===== src/hw/rtl/tdpt_pkg.sv =====
`default_nettype none

package tdpt_pkg;

  // widths of the tested number, the input port and the divisor count
  localparam int NUM_WIDTH   = 16;
  localparam int IN_WIDTH    = 16;
  localparam int COUNT_WIDTH = 8;
  localparam int BIT_CNT_W   = $clog2(NUM_WIDTH);

  localparam logic [COUNT_WIDTH-1:0] COUNT_MAX   = '1;
  localparam logic [COUNT_WIDTH-1:0] PRIME_COUNT = COUNT_WIDTH'(2);

  // microprogram step addresses
  typedef enum logic [2:0] {
    PC_WAIT,
    PC_TEST,
    PC_DIV,
    PC_TALLY,
    PC_OUT,
    PC_BACK
  } pc_t;

  // datapath operations
  typedef enum logic [2:0] {
    OP_NONE,
    OP_DIV_INIT,
    OP_DIV_STEP,
    OP_TALLY,
    OP_WRITE_OUT
  } op_t;

  // jump conditions: jump to target when true, else fall through
  typedef enum logic [2:0] {
    C_ALWAYS,
    C_NO_IN_XFER,
    C_D_GT_N,
    C_BIT_MORE,
    C_OUT_FULL
  } cond_t;

  typedef struct packed {
    logic  take_in;
    op_t   op;
    cond_t cond;
    pc_t   target;
  } uword_t;

  // sequencer to datapath
  typedef struct packed {
    logic load;
    op_t  op;
  } dp_ctrl_t;

  // datapath to sequencer
  typedef struct packed {
    logic                   d_gt_n;
    logic                   bit_last;
    logic [COUNT_WIDTH-1:0] count;
  } dp_stat_t;

  // control store
  function automatic uword_t ucode(pc_t pc);
    uword_t w;
    unique case (pc)
      PC_WAIT:  w = '{take_in: 1'b1, op: OP_NONE,      cond: C_NO_IN_XFER, target: PC_WAIT};
      PC_TEST:  w = '{take_in: 1'b0, op: OP_DIV_INIT,  cond: C_D_GT_N,     target: PC_OUT};
      PC_DIV:   w = '{take_in: 1'b0, op: OP_DIV_STEP,  cond: C_BIT_MORE,   target: PC_DIV};
      PC_TALLY: w = '{take_in: 1'b0, op: OP_TALLY,     cond: C_ALWAYS,     target: PC_TEST};
      PC_OUT:   w = '{take_in: 1'b0, op: OP_WRITE_OUT, cond: C_OUT_FULL,   target: PC_OUT};
      PC_BACK:  w = '{take_in: 1'b0, op: OP_NONE,      cond: C_ALWAYS,     target: PC_WAIT};
      default:  w = '{take_in: 1'b0, op: OP_NONE,      cond: C_ALWAYS,     target: PC_WAIT};
    endcase
    return w;
  endfunction

endpackage

`default_nettype wire


===== src/hw/rtl/tdpt_datapath.sv =====
`default_nettype none

module tdpt_datapath (
  input  wire logic                                clk,
  input  wire logic                                rst,
  input  wire tdpt_pkg::dp_ctrl_t                  ctrl,
  input  wire logic [tdpt_pkg::NUM_WIDTH-1:0]      n_in,
  output tdpt_pkg::dp_stat_t                       stat
);
  import tdpt_pkg::*;

  logic [NUM_WIDTH-1:0]   n_reg;
  logic [NUM_WIDTH:0]     d_reg;
  logic [NUM_WIDTH-1:0]   rem;
  logic [NUM_WIDTH-1:0]   rem_next;
  logic [NUM_WIDTH-1:0]   dividend;
  logic [BIT_CNT_W-1:0]   bit_cnt;
  logic [COUNT_WIDTH-1:0] count;

  logic [NUM_WIDTH:0]     rem_sh;
  logic [NUM_WIDTH:0]     rem_sub;
  logic                   rem_ge;

  // one restoring division step: shift in the next dividend bit
  always_comb begin
    rem_sh   = {rem, dividend[NUM_WIDTH-1]};
    rem_sub  = rem_sh - d_reg;
    rem_ge   = rem_sh >= d_reg;
    rem_next = rem_ge ? rem_sub[NUM_WIDTH-1:0] : rem_sh[NUM_WIDTH-1:0];
  end

  always_ff @(posedge clk) begin
    if (rst) begin
      bit_cnt <= '0;
      count   <= '0;
    end else begin
      // new number: first candidate is one
      if (ctrl.load) begin
        n_reg <= n_in;
        d_reg <= (NUM_WIDTH+1)'(1);
        count <= '0;
      end
      case (ctrl.op)
        OP_DIV_INIT: begin
          rem      <= '0;
          dividend <= n_reg;
          bit_cnt  <= '0;
        end
        OP_DIV_STEP: begin
          rem      <= rem_next;
          dividend <= {dividend[NUM_WIDTH-2:0], 1'b0};
          bit_cnt  <= bit_cnt + BIT_CNT_W'(1);
        end
        OP_TALLY: begin
          // saturating count of exact divisors
          if (rem == '0 && count != COUNT_MAX) begin
            count <= count + COUNT_WIDTH'(1);
          end
          d_reg <= d_reg + (NUM_WIDTH+1)'(1);
        end
        default: begin
        end
      endcase
    end
  end

  assign stat.d_gt_n   = d_reg > {1'b0, n_reg};
  assign stat.bit_last = bit_cnt == BIT_CNT_W'(NUM_WIDTH - 1);
  assign stat.count    = count;

`ifndef SYNTHESIS
  // a division step runs only while a candidate is in range
  a_div_in_range: assert property (@(posedge clk) disable iff (rst)
    ctrl.op == OP_DIV_STEP |-> !stat.d_gt_n)
    else $error("division step with candidate beyond number");

  // the bit counter restarts at every division
  a_div_init: assert property (@(posedge clk) disable iff (rst)
    ctrl.op == OP_DIV_INIT |=> bit_cnt == '0)
    else $error("bit counter not cleared at division start");

  // the count holds outside a tally or a load; a tally moves it by at most one
  a_count_step: assert property (@(posedge clk) disable iff (rst)
    ctrl.op != OP_TALLY && !ctrl.load |=> $stable(count))
    else $error("count changed outside a tally");
`endif

endmodule

`default_nettype wire

===== config.mk =====
export PLATFORM = sky130hd
export DESIGN_NAME = tdpt_datapath
export DESIGN_NICKNAME = d
export VERILOG_FILES = /design/src/hw/rtl/tdpt_pkg.sv /design/src/hw/rtl/tdpt_datapath.sv
export SDC_FILE = /design/constraint.sdc
export NUM_CORES = 1
export LEC_CHECK = 0
export ABC_AREA = 1
export ABC_CLOCK_PERIOD_IN_PS = 6200
export BUFFER_PORTS_ARGS = -buffer_cell sky130_fd_sc_hd__clkbuf_2
export CAP_MARGIN = 5
export CORE_UTILIZATION = 50
export DETAILED_ROUTE_END_ITERATION = 8
export GPL_ROUTABILITY_DRIVEN = 0
export PLACE_DENSITY = 0.64
export SYNTH_ARGS = -nofsm -noshare
export SYNTH_HDL_FRONTEND = slang
export SYNTH_SLANG_ARGS = --single-unit

===== constraint.sdc =====
create_clock -name clk -period 6.2 [get_ports clk]
set_input_delay 0.93 -clock clk [delete_from_list [all_inputs] [get_ports clk]]
set_output_delay 0.93 -clock clk [all_outputs]
set_load 0.005 [all_outputs]

==> out/qor.txt <==
Status = finished clean
# Post-CTS Setup Buffers = 0
Drt wl/cell = 13.8 µm
Worst EP arrival = 2.00 ns
Die ar. = 10900 µm²
GRT Total Usage = 23.5%
Hold slack = 0.477 ns
Routed wire length = 12000 µm
Critical Path RT = 5.27 ns
Crit. End Element = output pin
Inserted Clock Buffers = 9
Storage cell area = 2190 µm²
Net Count, Synth = 750
Initial Utilization = 51.2%
Post-route ant nets = 0
Clock Skew = 0.0126 ns
Initial antenna violation count = 0
Fill cells = 971
Synth top area share = 37.1%
Ys flop type = edfxtp_1
FMAX = 341 MHz
Clk root buf = clkbuf_8
Crit path max fanout = 6
Layout cells sized above 1 = 13.1%
Synth unique cells = 37
Critical path's most frequent cell = nand2_1
Die outline width = 105 µm
Max-Cap Viols = 0
Unrepaired setup endpoints after global routing = false
Number of synthesized flops with an enable pin = 65
Syn_area_per_cell = 7.62 µm²
Post-synthesis register bit count = 77
Peak VDD IR = 0.000112 V
Die H = 105 µm
CTS clk-pin slew, worst paths = 0.08 ns
Measured slew at the worst slew-check pin = 0.563 ns
DR iter-0 viols = 292
Multi-input logic area = 2570 µm²
Synth Instances = 691
Min Clock Period, post-route = 2.93 ns
Fin. max-slew vios = 0
Pin count of the biggest net entering global routing = 52
Post-route cell area = 5810 µm²
Syn-to-layout area delta = 10.5%
Longest Clk Path Bufs = 2
Area leader, netlist = edfxtp_1
IO Pins = 32
CP max stage cell = edfxtp_1
CP Launch Type = flip-flop
Cts hold-fix bufs = 0
Hold WC Path Type = flip-flop to flip-flop
Ys async rst share = 0%
Synth warnings = 0
Critical Path Max Stage Delay = 0.49 ns
DRC = 0
DR vias/cell = 5.10
Max reg flops = 17
CTS resizes = 0
CTS Sinks = 77
Setup CP Type = flip-flop to output pin
Largest cells by area after synthesis = edfxtp_1, nand2_1, ha_1
Pwr Density = 213 nW/µm²
Area after DPL = 5580 µm²
Lkg Pwr = 2.74 nW
FP Rows = 37
TritonCTS clock tree = done
Period utilization = 47.3%
Vias = 4433
GR Overflow Total = 0
Leading cell type in the layout, fill and taps excluded = nand2_1
Sequential-to-total area share from yosys stat = 41.6%
N_diodes = 0
Nets = 787
Sum Neg Setup Slack = 0 ns
First-pass GRT wire length = 20300 µm
Port Buffers = 31
Relative slew slack = 62.4%
DPL Wire Length = 9160 µm
Cell Area, Synth = 5260 µm²
Core footprint = 10300 µm²
Most frequent cells in the layout = nand2_1, inv_1, nor2_1
1st-pass router iterations = 4
Clock latency on the worst-skew pair = 0.35 ns
Crit-path cells = ha_1 -> nand2_1 -> o21ai_0 -> nand2_1 -> nand3_1 -> nand2_1 -> nand3_1 -> nand2_1 -> inv_1 -> clkbuf_2
Vias in the first global route = 4343
H-tree lvl count = 3
Final setup vio count = 0
Fin. Hold Viols = 0
## cells in the mapped netlist (2+ instances only)
| master | number |
|---|---|
| nand2_2 | 10 |
| nand2_4 | 2 |
| clkbuf_1 | 7 |
| ha_1 | 36 |
| o21ai_0 | 30 |
| nand3_2 | 2 |
| and2_1 | 2 |
| inv_2 | 7 |
| a21o_1 | 2 |
| inv_1 | 114 |
| a21oi_1 | 30 |
| edfxtp_1 | 65 |
| nand2_1 | 184 |
| nor3b_1 | 3 |
| o21bai_1 | 2 |
| nor3_1 | 12 |
| nand3_1 | 45 |
| xor2_1 | 5 |
| nor2_2 | 15 |
| xnor2_1 | 3 |
| dfxtp_1 | 12 |
| nor2_1 | 74 |
| nand4_1 | 13 |
| or2_2 | 3 |
## path summary, 6_finish.rpt
path	startpoint	to	slack, ns	depth (start not counted)
max reg2reg	d_reg[11]$_SDFFCE_PN0P_	rem[9]$_SDFFCE_PN0P_	3.88	13
max	d_reg[4]$_SDFFCE_PN0P_	stat[9]	3.27	10
min reg2reg	bit_cnt[3]$_SDFFE_PP0N_	bit_cnt[3]$_SDFFE_PP0N_	0.48	2
min	bit_cnt[3]$_SDFFE_PP0N_	bit_cnt[3]$_SDFFE_PP0N_	0.48	2
## report_power, final
| group | leakage, nW | total, mW | internal, mW | switching [mW] |
|---|---|---|---|---|
| sequential | 0.709 | 0.596 | 0.584 | 0.0124 |
| clock | 0.119 | 0.461 | 0.269 | 0.192 |
| combinational | 1.91 | 0.179 | 0.0608 | 0.118 |
## logic make-up after synthesis
kind of cell	after synthesis	share of synthesized area (%)
compound gates	70	7.27
xor+xnor	8	1.33
fa+ha+maj	37	8.94
buf+inv	130	9.60
flops	77	41.6
simple gates	369	31.2
## through the flow
| stage | setup slack, ns | power, mW | utilization [%] | std cells |
|---|---|---|---|---|
| global route | 3.09 | 1.29 | 56.6 | 869 |
| floorplan | 2.87 | 0.738 | - | 691 |
| CTS | 3.27 | 1.25 | 56.6 | 869 |
| global placement | 3.46 | 0.780 | 54.2 | 853 |
| finish | 3.27 | 1.24 | 56.6 | 869 |
| detailed placement | 3.36 | 0.786 | 54.2 | 853 |
## area by class of cell
type                    count  share of cell area [%]
flip-flops and latches     77                    37.7
inverters                 121                    7.81
repair buffers             35                    3.18
clock inverters             6                    1.92
clock buffers              10                    2.19
multi-input cells         484                    44.3
well taps                 136                    2.93
## layer usage
metal  track usage, %  vias up  part of all wire [%]
met5                0        -                     0
li1                 -     2302                     -
met1             29.4     1996                    46
met2             40.8      119                    47
met4             5.73        0                   1.5
met3             5.55       16                   5.5
## critical path: cells and delay by family (launching register included)
family                     cells  cell delay (ns)
AOI/OAI and AO/OA              1             0.25
adders and majority gates      1             0.35
buffers and inverters          2             0.15
DFF                            1             0.49
and+or+nand+nor                6             0.42
Note: power is estimated with default switching activity, not from simulation.
